==> config.mk <==
export PLATFORM = sky130hd
export DESIGN_NAME = biquad_df2t_filter_flat
export DESIGN_NICKNAME = d
export VERILOG_FILES = /design/src/design/bqd_pkg.sv /design/src/design/bqd_if.sv /design/src/design/biquad_df2t_filter.sv /design/src/design/bqd_mul.sv /design/src/flat_wrapper.sv
export SDC_FILE = /design/constraint.sdc
export NUM_CORES = 2
export LEC_CHECK = 0
export ABC_AREA = 1
export ABC_CLOCK_PERIOD_IN_PS = 26900
export CORE_UTILIZATION = 55
export CTS_CLUSTER_SIZE = 25
export DETAILED_ROUTE_END_ITERATION = 10
export DONT_BUFFER_PORTS = 1
export GPL_TIMING_DRIVEN = 0
export PLACE_DENSITY = 0.75
export SETUP_SLACK_MARGIN = 0.05
export SYNTH_ARGS = -nofsm -noshare
export SYNTH_HDL_FRONTEND = slang
export SYNTH_HIERARCHICAL = 1
export SYNTH_SLANG_ARGS = --single-unit
export TNS_END_PERCENT = 30
==> constraint.sdc <==
create_clock -name clock -period 26.9 [get_ports clock]
set_input_delay 6.725 -clock clock [delete_from_list [all_inputs] [get_ports clock]]
set_output_delay 6.725 -clock clock [all_outputs]
set_load 0.02 [all_outputs]
==> src/design/bqd_pkg.sv <==
// ----------------------------------------------------------------------------
// Biquad filter package
// Widths, register indexes, payload types and saturation helpers shared by
// the biquad filter channels, multiplier and top level.
// ----------------------------------------------------------------------------
package bqd_pkg;

   localparam int SAMPLE_WIDTH    = 16;
   localparam int COEF_WIDTH      = 32;
   localparam int COEF_FRAC_BITS  = 30;
   localparam int STATE_WIDTH     = 48;
   localparam int CSR_INDEX_WIDTH = 3;

   localparam int MUL_B_WIDTH = STATE_WIDTH / 2;
   localparam int MUL_P_WIDTH = COEF_WIDTH + MUL_B_WIDTH;
   localparam int FULL_WIDTH  = COEF_WIDTH + STATE_WIDTH;
   localparam int FB_WIDTH    = FULL_WIDTH - COEF_FRAC_BITS;
   localparam int WIDE_WIDTH  = STATE_WIDTH + 6;
   localparam int RND_WIDTH   = STATE_WIDTH + 1 - COEF_FRAC_BITS;

   typedef logic signed [SAMPLE_WIDTH-1:0]    sample_type;
   typedef logic signed [COEF_WIDTH-1:0]      coef_type;
   typedef logic signed [STATE_WIDTH-1:0]     state_type;
   typedef logic signed [WIDE_WIDTH-1:0]      wide_type;
   typedef logic [CSR_INDEX_WIDTH-1:0]        csr_index_type;
   typedef logic [COEF_WIDTH-1:0]             mul_a_type;
   typedef logic [MUL_B_WIDTH-1:0]            mul_b_type;
   typedef logic [MUL_P_WIDTH-1:0]            mul_p_type;

   localparam csr_index_type REG_B0 = CSR_INDEX_WIDTH'(0);
   localparam csr_index_type REG_B1 = CSR_INDEX_WIDTH'(1);
   localparam csr_index_type REG_B2 = CSR_INDEX_WIDTH'(2);
   localparam csr_index_type REG_A1 = CSR_INDEX_WIDTH'(3);
   localparam csr_index_type REG_A2 = CSR_INDEX_WIDTH'(4);

   localparam coef_type COEF_ONE = COEF_WIDTH'(1) << COEF_FRAC_BITS;

   typedef struct packed {
      logic      clip;
      state_type value;
   } sat_state_type;

   typedef struct packed {
      logic       clip;
      sample_type value;
   } sat_sample_type;

   function automatic sat_state_type sat_state(input wide_type v);
      logic [WIDE_WIDTH-STATE_WIDTH:0] upper;
      sat_state_type r;
      upper = v[WIDE_WIDTH-1:STATE_WIDTH-1];
      r.clip = !((&upper) || (~|upper));
      if (r.clip) begin
         r.value = v[WIDE_WIDTH-1] ? {1'b1, {(STATE_WIDTH-1){1'b0}}}
                                   : {1'b0, {(STATE_WIDTH-1){1'b1}}};
      end else begin
         r.value = v[STATE_WIDTH-1:0];
      end
      return r;
   endfunction

   function automatic sat_sample_type sat_sample(input logic signed [RND_WIDTH-1:0] v);
      logic [RND_WIDTH-SAMPLE_WIDTH:0] upper;
      sat_sample_type r;
      upper = v[RND_WIDTH-1:SAMPLE_WIDTH-1];
      r.clip = !((&upper) || (~|upper));
      if (r.clip) begin
         r.value = v[RND_WIDTH-1] ? {1'b1, {(SAMPLE_WIDTH-1){1'b0}}}
                                  : {1'b0, {(SAMPLE_WIDTH-1){1'b1}}};
      end else begin
         r.value = v[SAMPLE_WIDTH-1:0];
      end
      return r;
   endfunction

endpackage

==> src/design/bqd_if.sv <==
// ----------------------------------------------------------------------------
// Biquad filter channels
// Valid/ready channels for input samples, filtered results and coefficient
// register writes.
// ----------------------------------------------------------------------------
interface bqd_req_if;
   import bqd_pkg::*;

   logic       valid;
   logic       ready;
   sample_type sample_in;

   modport source (output valid, output sample_in, input ready);
   modport sink (input valid, input sample_in, output ready);
endinterface

interface bqd_rsp_if;
   import bqd_pkg::*;

   logic       valid;
   logic       ready;
   sample_type sample_out;
   logic       clipped;

   modport source (output valid, output sample_out, output clipped, input ready);
   modport sink (input valid, input sample_out, input clipped, output ready);
endinterface

interface bqd_csr_if;
   import bqd_pkg::*;

   logic          valid;
   logic          ready;
   csr_index_type index;
   coef_type      data;

   modport source (output valid, output index, output data, input ready);
   modport sink (input valid, input index, input data, output ready);
endinterface

==> src/design/biquad_df2t_filter.sv <==
// ----------------------------------------------------------------------------
// Biquad filter, transposed direct form II
// One second-order IIR section with Q2.30 coefficients and 48-bit states.
// ----------------------------------------------------------------------------
// A sample is taken only while the sequencer is idle, and its result is
// registered in the output register in the last step; the block cannot
// take a new sample until the sequencer is back in idle. The single 32x24
// multiplier forms b0*x, b1*x, b2*x and the low and high halves of a1*y and
// a2*y one after another. A
// result that is not taken holds the output register; the sequencer then
// waits in its last step, and the sample after it is delayed by the stall.
// Coefficient writes are taken in any cycle; make them only while no sample
// is in flight.
module biquad_df2t_filter (
   input  logic   clock,
   input  logic   reset,
   bqd_req_if.sink   req_bus,
   bqd_rsp_if.source rsp_bus,
   bqd_csr_if.sink   csr_bus
);
   import bqd_pkg::*;

   localparam logic [3:0] ST_IDLE    = 4'd0;
   localparam logic [3:0] ST_MUL_B0  = 4'd1;
   localparam logic [3:0] ST_MUL_B1  = 4'd2;
   localparam logic [3:0] ST_MUL_B2  = 4'd3;
   localparam logic [3:0] ST_MUL_A1L = 4'd4;
   localparam logic [3:0] ST_MUL_A1H = 4'd5;
   localparam logic [3:0] ST_MUL_A2L = 4'd6;
   localparam logic [3:0] ST_MUL_A2H = 4'd7;
   localparam logic [3:0] ST_ACC_A2  = 4'd8;
   localparam logic [3:0] ST_DONE    = 4'd9;

   localparam logic [FULL_WIDTH-1:0] FB_ROUND  = FULL_WIDTH'(1) << (COEF_FRAC_BITS - 1);
   localparam logic [STATE_WIDTH:0]  OUT_ROUND = (STATE_WIDTH + 1)'(1) << (COEF_FRAC_BITS - 1);

   logic [3:0]                state_ff, state_in;
   coef_type                  coef_ff [5];
   state_type                 delay_one_ff, delay_two_ff;
   logic [MUL_B_WIDTH-1:0]    xmag_ff;
   logic                      xneg_ff;
   state_type                 y_ff;
   logic [STATE_WIDTH-1:0]    ymag_ff;
   logic                      yneg_ff;
   state_type                 bx1_ff, bx2_ff;
   logic [FULL_WIDTH-1:0]     acc_ff;
   logic [FB_WIDTH-1:0]       fbm_ff;
   logic                      fneg_ff;
   logic                      pneg_ff;
   logic                      clip_ff;
   logic                      rsp_valid_ff, rsp_valid_in;
   sample_type                rsp_sample_ff;
   logic                      rsp_clip_ff;

   coef_type                  coef_sel;
   mul_a_type                 mul_a;
   mul_b_type                 mul_b;
   logic                      mul_en;
   logic                      op_neg;
   mul_p_type                 prod;
   logic [WIDE_WIDTH-1:0]     bx_mag;
   wide_type                  bx_val;
   logic [FULL_WIDTH-1:0]     full_sum;
   wide_type                  fb_val;
   sat_state_type             y_sat, d1_sat, d2_sat;
   logic [STATE_WIDTH:0]      y_rnd;
   sat_sample_type            out_sat;
   logic                      req_take, out_free;

   assign req_bus.ready   = (state_ff == ST_IDLE);
   assign req_take        = req_bus.valid && req_bus.ready;
   assign csr_bus.ready   = 1'b1;
   assign out_free        = !rsp_valid_ff || rsp_bus.ready;
   assign rsp_valid_in    = ((state_ff == ST_DONE) && out_free)
                            || (rsp_valid_ff && !rsp_bus.ready);

   assign rsp_bus.valid      = rsp_valid_ff;
   assign rsp_bus.sample_out = rsp_sample_ff;
   assign rsp_bus.clipped    = rsp_clip_ff;

   always_comb begin
      unique case (state_ff)
         ST_MUL_B1:              coef_sel = coef_ff[1];
         ST_MUL_B2:              coef_sel = coef_ff[2];
         ST_MUL_A1L, ST_MUL_A1H: coef_sel = coef_ff[3];
         ST_MUL_A2L, ST_MUL_A2H: coef_sel = coef_ff[4];
         default:                coef_sel = coef_ff[0];
      endcase
   end

   always_comb begin
      mul_en = 1'b0;
      mul_b  = MUL_B_WIDTH'(xmag_ff);
      op_neg = coef_sel[COEF_WIDTH-1] ^ xneg_ff;
      unique case (state_ff)
         ST_MUL_B0, ST_MUL_B1, ST_MUL_B2: begin
            mul_en = 1'b1;
         end
         ST_MUL_A1L, ST_MUL_A2L: begin
            mul_en = 1'b1;
            mul_b  = ymag_ff[MUL_B_WIDTH-1:0];
            op_neg = coef_sel[COEF_WIDTH-1] ^ yneg_ff;
         end
         ST_MUL_A1H, ST_MUL_A2H: begin
            mul_en = 1'b1;
            mul_b  = ymag_ff[STATE_WIDTH-1:MUL_B_WIDTH];
            op_neg = coef_sel[COEF_WIDTH-1] ^ yneg_ff;
         end
         default: begin
            mul_en = 1'b0;
         end
      endcase
   end

   assign mul_a = coef_sel[COEF_WIDTH-1] ? mul_a_type'(-coef_sel) : mul_a_type'(coef_sel);

   bqd_mul u_mul (
      .clock (clock),
      .en    (mul_en),
      .a     (mul_a),
      .b     (mul_b),
      .prod  (prod)
   );

   assign bx_mag   = {{(WIDE_WIDTH-STATE_WIDTH){1'b0}}, prod[STATE_WIDTH-1:0]};
   assign bx_val   = pneg_ff ? -$signed(bx_mag) : $signed(bx_mag);
   assign full_sum = acc_ff + {prod, {MUL_B_WIDTH{1'b0}}};
   assign fb_val   = fneg_ff ? -$signed({{(WIDE_WIDTH-FB_WIDTH){1'b0}}, fbm_ff})
                             : $signed({{(WIDE_WIDTH-FB_WIDTH){1'b0}}, fbm_ff});

   assign y_sat  = sat_state(bx_val + WIDE_WIDTH'(delay_one_ff));
   assign d1_sat = sat_state(WIDE_WIDTH'(bx1_ff) - fb_val + WIDE_WIDTH'(delay_two_ff));
   assign d2_sat = sat_state(WIDE_WIDTH'(bx2_ff) - fb_val);

   assign y_rnd   = {y_ff[STATE_WIDTH-1], y_ff} + OUT_ROUND;
   assign out_sat = sat_sample(y_rnd[STATE_WIDTH:COEF_FRAC_BITS]);

   always_comb begin
      state_in = state_ff;
      unique case (state_ff)
         ST_IDLE:    if (req_take) begin
            state_in = ST_MUL_B0;
         end
         ST_MUL_B0:  state_in = ST_MUL_B1;
         ST_MUL_B1:  state_in = ST_MUL_B2;
         ST_MUL_B2:  state_in = ST_MUL_A1L;
         ST_MUL_A1L: state_in = ST_MUL_A1H;
         ST_MUL_A1H: state_in = ST_MUL_A2L;
         ST_MUL_A2L: state_in = ST_MUL_A2H;
         ST_MUL_A2H: state_in = ST_ACC_A2;
         ST_ACC_A2:  state_in = ST_DONE;
         ST_DONE:    if (out_free) begin
            state_in = ST_IDLE;
         end
         default:    state_in = ST_IDLE;
      endcase
   end

   always_ff @(posedge clock) begin
      if (reset) begin
         state_ff     <= ST_IDLE;
         rsp_valid_ff <= 1'b0;
         delay_one_ff <= '0;
         delay_two_ff <= '0;
         coef_ff[0]   <= COEF_ONE;
         coef_ff[1]   <= '0;
         coef_ff[2]   <= '0;
         coef_ff[3]   <= '0;
         coef_ff[4]   <= '0;
         clip_ff      <= 1'b0;
      end else begin
         state_ff     <= state_in;
         rsp_valid_ff <= rsp_valid_in;

         if (csr_bus.valid && csr_bus.ready) begin
            unique case (csr_bus.index)
               REG_B0:  coef_ff[0] <= csr_bus.data;
               REG_B1:  coef_ff[1] <= csr_bus.data;
               REG_B2:  coef_ff[2] <= csr_bus.data;
               REG_A1:  coef_ff[3] <= csr_bus.data;
               REG_A2:  coef_ff[4] <= csr_bus.data;
               default: ;
            endcase
         end

         unique case (state_ff)
            ST_IDLE: if (req_take) begin
               clip_ff <= 1'b0;
            end
            ST_MUL_B1: begin
               clip_ff <= clip_ff | y_sat.clip;
            end
            ST_MUL_A2H: begin
               delay_one_ff <= d1_sat.value;
               clip_ff      <= clip_ff | d1_sat.clip;
            end
            ST_DONE: if (out_free) begin
               delay_two_ff <= d2_sat.value;
            end
            default: ;
         endcase
      end
   end

   always_ff @(posedge clock) begin
      if (mul_en) begin
         pneg_ff <= op_neg;
      end
      unique case (state_ff)
         ST_IDLE: if (req_take) begin
            xneg_ff <= req_bus.sample_in[SAMPLE_WIDTH-1];
            xmag_ff <= req_bus.sample_in[SAMPLE_WIDTH-1]
                       ? MUL_B_WIDTH'(-$signed({req_bus.sample_in[SAMPLE_WIDTH-1],
                                                req_bus.sample_in}))
                       : MUL_B_WIDTH'({1'b0, req_bus.sample_in});
         end
         ST_MUL_B1: begin
            y_ff <= y_sat.value;
         end
         ST_MUL_B2: begin
            bx1_ff  <= bx_val[STATE_WIDTH-1:0];
            yneg_ff <= y_ff[STATE_WIDTH-1];
            ymag_ff <= y_ff[STATE_WIDTH-1] ? STATE_WIDTH'(-y_ff) : STATE_WIDTH'(y_ff);
         end
         ST_MUL_A1L: begin
            bx2_ff <= bx_val[STATE_WIDTH-1:0];
         end
         ST_MUL_A1H, ST_MUL_A2H: begin
            acc_ff <= FULL_WIDTH'(prod) + FB_ROUND;
         end
         ST_MUL_A2L, ST_ACC_A2: begin
            fbm_ff  <= full_sum[FULL_WIDTH-1:COEF_FRAC_BITS];
            fneg_ff <= pneg_ff;
         end
         ST_DONE: if (out_free) begin
            rsp_sample_ff <= out_sat.value;
            rsp_clip_ff   <= clip_ff | d2_sat.clip | out_sat.clip;
         end
         default: ;
      endcase
   end

`ifndef ASSERT_OFF
   property p_take_starts_sequence;
      @(posedge clock) disable iff (reset)
         (req_bus.valid && req_bus.ready) |=> (state_ff == ST_MUL_B0);
   endproperty
   a_take_starts_sequence: assert property (p_take_starts_sequence)
      else $error("accepted beat did not start the multiply sequence");

   property p_result_from_done;
      @(posedge clock) disable iff (reset)
         $rose(rsp_valid_ff) |-> ($past(state_ff) == ST_DONE);
   endproperty
   a_result_from_done: assert property (p_result_from_done)
      else $error("result beat raised outside the final step");

   property p_hold_on_stall;
      @(posedge clock) disable iff (reset)
         (state_ff == ST_DONE && rsp_valid_ff && !rsp_bus.ready)
            |=> (state_ff == ST_DONE) && $stable(delay_two_ff) && $stable(rsp_sample_ff);
   endproperty
   a_hold_on_stall: assert property (p_hold_on_stall)
      else $error("sequencer advanced while result beat was stalled");
`endif

endmodule

==> src/design/bqd_mul.sv <==
// ----------------------------------------------------------------------------
// Biquad shared multiplier
// Unsigned coefficient-magnitude by operand-slice multiplier with a
// registered product, issued in each multiply step of the sequencer.
// ----------------------------------------------------------------------------
module bqd_mul (
   input  logic               clock,
   input  logic               en,
   input  bqd_pkg::mul_a_type a,
   input  bqd_pkg::mul_b_type b,
   output bqd_pkg::mul_p_type prod
);
   import bqd_pkg::*;

   mul_p_type prod_ff;

   always_ff @(posedge clock) begin
      if (en) begin
         prod_ff <= MUL_P_WIDTH'(a) * MUL_P_WIDTH'(b);
      end
   end

   assign prod = prod_ff;

endmodule
==> src/flat_wrapper.sv <==
// flat-port wrapper written by rule: the top's interface ports become plain ports
module biquad_df2t_filter_flat import bqd_pkg::*;
  (clock, reset, req_bus_valid, req_bus_sample_in, req_bus_ready, rsp_bus_valid, rsp_bus_sample_out, rsp_bus_clipped, rsp_bus_ready, csr_bus_valid, csr_bus_index, csr_bus_data, csr_bus_ready);
  bqd_req_if req_bus_i ();
  bqd_rsp_if rsp_bus_i ();
  bqd_csr_if csr_bus_i ();
  input  logic clock;
  input  logic reset;
  input wire logic [$bits(req_bus_i.valid)-1:0] req_bus_valid;
  input wire logic [$bits(req_bus_i.sample_in)-1:0] req_bus_sample_in;
  output wire logic [$bits(req_bus_i.ready)-1:0] req_bus_ready;
  output wire logic [$bits(rsp_bus_i.valid)-1:0] rsp_bus_valid;
  output wire logic [$bits(rsp_bus_i.sample_out)-1:0] rsp_bus_sample_out;
  output wire logic [$bits(rsp_bus_i.clipped)-1:0] rsp_bus_clipped;
  input wire logic [$bits(rsp_bus_i.ready)-1:0] rsp_bus_ready;
  input wire logic [$bits(csr_bus_i.valid)-1:0] csr_bus_valid;
  input wire logic [$bits(csr_bus_i.index)-1:0] csr_bus_index;
  input wire logic [$bits(csr_bus_i.data)-1:0] csr_bus_data;
  output wire logic [$bits(csr_bus_i.ready)-1:0] csr_bus_ready;
  assign req_bus_i.valid = req_bus_valid;
  assign req_bus_i.sample_in = req_bus_sample_in;
  assign req_bus_ready = req_bus_i.ready;
  assign rsp_bus_valid = rsp_bus_i.valid;
  assign rsp_bus_sample_out = rsp_bus_i.sample_out;
  assign rsp_bus_clipped = rsp_bus_i.clipped;
  assign rsp_bus_i.ready = rsp_bus_ready;
  assign csr_bus_i.valid = csr_bus_valid;
  assign csr_bus_i.index = csr_bus_index;
  assign csr_bus_i.data = csr_bus_data;
  assign csr_bus_ready = csr_bus_i.ready;
  biquad_df2t_filter u_core (.clock(clock), .reset(reset), .req_bus(req_bus_i), .rsp_bus(rsp_bus_i), .csr_bus(csr_bus_i));
endmodule
==> flow_metrics.py <==
metrics = {
    "worst_setup_path": {
        "worstPathMaxFanout": 57,
        "cpLargestDelayFamily": "adder cells",
        "path_depth": 35,
        "cells_on_worst_reg2reg_path": 35,
        "crit_slowest_cell": "sky130_fd_sc_hd__xor2_1",
        "timing.critical_path.to_type": "flip-flop",
        "path_class": "flip-flop to flip-flop",
        "crit_arrival_ns": 11.86,
        "crit_required_ns": 27.32,
        "cpPeakStageDelay_ns": 1.21,
        "start_kind": "flip-flop",
        "timing.critical_path.buf_inv": 11,
    },
    "timing": {
        "finalSetupViolCount": 0,
        "maxSlewViolCount": 7,
        "final.period_utilization_pct": 42.5,
        "maxClockFrequency_ghz": 0.0874,
        "fin_skew_ns": 0.0277,
        "timing.final.crit_period_ns": 11.44,
        "grt_setup_unrepaired": "false",
        "totalNegativeSetupSlack_ns": 0,
        "final_count_of_hold_timing_violations": 0,
        "timing_worst_slew_pin_value_ns": 1.58,
        "worst_slew_margin_rel_pct": -5.58,
    },
    "clock_network": {
        "tritoncts": "done",
        "post-cts-setup-buffers": 0,
        "tritoncts.num_buffers": 70,
        "cts_hold_buf": 0,
        "cts.clk_slew.worst_paths_ns": 0.07,
        "post_cts_resize_count": 0,
        "cts-root-buf": "sky130_fd_sc_hd__clkbuf_16",
        "clock_insertion_delay_worst_skew_ns": 0.68,
        "clock_tree.buffer_depth": 3,
        "cts-htree-levels": 3,
        "cts_num_sinks": 638,
    },
    "die": {
        "floorplan.die.width_um": 360,
        "floorplan.io_pins": 76,
        "dieArea_um2": 130000,
        "initial_utilization_pct": 55.4,
        "design.core.area_um2": 128000,
        "fp-row-count": 131,
        "chipHeight_um": 360,
    },
    "grt": {
        "grt_pass1_wl_mm": 381,
        "grt_max_degree": 79,
        "globalRouteTotalUtil_pct": 39.8,
        "grt_pass1_vias": 61400,
        "grt_antenna_before_repair": 10,
        "globalRoute.totalOverflow": 0,
    },
    "drt": {
        "drt-total-wl_mm": 257,
        "drt_first_iter_violations": 5813,
        "drt_drc_violations_left": 0,
        "dr_total_vias": 61200,
        "ant_nets": 0,
        "drt-wirelength-per-cell_um": 23.2,
        "vias_per_cell": 5.52,
        "detailedRoute.firstPassIterationCount": 6,
    },
    "logic_synthesis": {
        "synthCells": 9266,
        "post_synth_main_area_contributors": "sky130_fd_sc_hd__edfxtp_1 23%, sky130_fd_sc_hd__fa_1 20%, sky130_fd_sc_hd__nand2_1 14%, sky130_fd_sc_hd__inv_1 11%, sky130_fd_sc_hd__ha_1 6.9%",
        "post_synth_most_frequent_cells": "2,552 x sky130_fd_sc_hd__nand2_1, 2,023 x sky130_fd_sc_hd__inv_1, 774 x sky130_fd_sc_hd__nor2_1",
        "number_of_flops_mapped_to_enable_cells_by_yosys": 536,
        "synth_top_flop_cell": "sky130_fd_sc_hd__edfxtp_1",
        "synth_top_cell_by_area": "sky130_fd_sc_hd__edfxtp_1",
        "synth_sequential_area_ratio_pct": 25.7,
        "netlist_area_um2": 70700,
        "yosys.cell_count.top_type": "sky130_fd_sc_hd__nand2_1",
        "ys_seq_elements": 638,
        "synth-warning-count": 6,
        "syn_area_per_cell_um2": 7.63,
        "synth_largest_type_area_fraction_pct": 22.8,
        "postSynth.asyncResetShare_pct": 0,
        "synth_cell_type_count": 67,
    },
    "placement": {
        "gpl.final_weighted_congestion": 1.07,
        "detailed_placement_wirelength_estimate_mm": 213,
        "port_buffers": 0,
    },
    "worst_hold_path": {
        "worst_hold_path_type": "flip-flop to flip-flop",
        "worstHoldPathCells": 0,
    },
    "cells_and_area": {
        "nNetsFinal": 10500,
        "layout-area-overhead-vs-synth_pct": 6.85,
        "layout-drive-gt1-share_pct": 3.87,
    },
    "job": {
        "max_cap_viol_count": 1,
    },
    "outcome": {
        "violations": "capacitance limit, slew limit",
        "outcome": "complete, but fails checks",
    },
}
## path summary, 6_finish.rpt
check        slack, ns                               to                       startpoint
max              15.46  u_core/u_mul/prod[43]$_DFFE_PP_  u_core/state_ff[3]$_SDFFE_PP0P_
min               0.50      u_core/ymag_ff[0]$_DFFE_PP_         u_core/y_ff[0]$_DFFE_PP_
max reg2reg      15.46  u_core/u_mul/prod[43]$_DFFE_PP_  u_core/state_ff[3]$_SDFFE_PP0P_
min reg2reg       0.50      u_core/ymag_ff[0]$_DFFE_PP_         u_core/y_ff[0]$_DFFE_PP_
## area by class of cell
cell class	instances	area, µm²
Antenna cell	2	5.00
Inverter	2051	7700
Multi-Input combinational cell	6333	43800
Fill cell	11900	52000
Sequential cell	638	18100
Clock buffer	86	1890
Tap cell	1662	2080
Timing Repair Buffer	26	304
Clock inverter	39	465
Buffer	251	1130
## worst register-to-register path, delay by kind of cell (launching register included)
family	cells	cell delay [ns]
buf+inv	11	2.97
compound gates	1	0.18
flops	1	0.30
simple gates	14	2.35
xor+xnor	1	1.21
fa+ha+maj	8	4.19
## per-stage QoR
stage	util, %	setup WS (ns)	std cells	hold WS [ns]	cell area (µm²)
final	59.2	15.46	11100	0.502	75500
after global routing	59.2	15.04	11100	0.509	75500
after CTS	59.2	15.66	11100	0.504	75500
after detailed placement	57.4	15.68	11000	0.483	73200
after global placement	57.1	13.54	10900	0.483	72800
after floorplan	-	16.22	9273	0.451	70700
## sequential cells by signal (all words and copies together), names as in the netlist, 48 cells and up
signal               flops
u_core/y_ff             48
u_core/u_mul/prod       56
u_core/delay_two_ff     48
u_core/bx2_ff           48
u_core/delay_one_ff     48
u_core/fbm_ff           50
u_core/bx1_ff           48
u_core/coef_ff         160
u_core/ymag_ff          48
## routing by layer
metal / part of all wire, % / up-vias / GRT usage, %
met2: 45 / 2733 / 63.6
met3: 8.0 / 634 / 6.96
met4: 8.5 / 10 / 28.4
met5: 0.026 / - / 0
li1: - / 28500 / -
met1: 38 / 29300 / 48.8
## cell usage in the layout, fill, tap and decap left out, types with 246 or more instances in the layout
cell / count
sky130_fd_sc_hd__o21ai_0: 263
sky130_fd_sc_hd__edfxtp_1: 536
sky130_fd_sc_hd__ha_1: 391
sky130_fd_sc_hd__nand3_1: 246
sky130_fd_sc_hd__nor2_1: 772
sky130_fd_sc_hd__xor2_1: 290
sky130_fd_sc_hd__inv_1: 2023
sky130_fd_sc_hd__a21oi_1: 397
sky130_fd_sc_hd__fa_1: 705
sky130_fd_sc_hd__nand2_1: 2550
## kinds of logic after synthesis
| family | Yosys count | synth area share, % |
|---|---|---|
| AO/OA/AOI/OAI | 885 | 7.00 |
| AND/OR/NAND/NOR | 3915 | 22.6 |
| buffers and inverters | 2302 | 12.5 |
| flip-flops | 638 | 25.7 |
| multiplexers | 1 | 0.0142 |
| adder cells (fa/ha/maj) | 1096 | 26.9 |
| other | 2 | 0.0106 |
| XOR/XNOR | 427 | 5.32 |
Power is not shown: default switching activity piles up to over one toggle a cycle in this logic, so the estimate is an artifact.
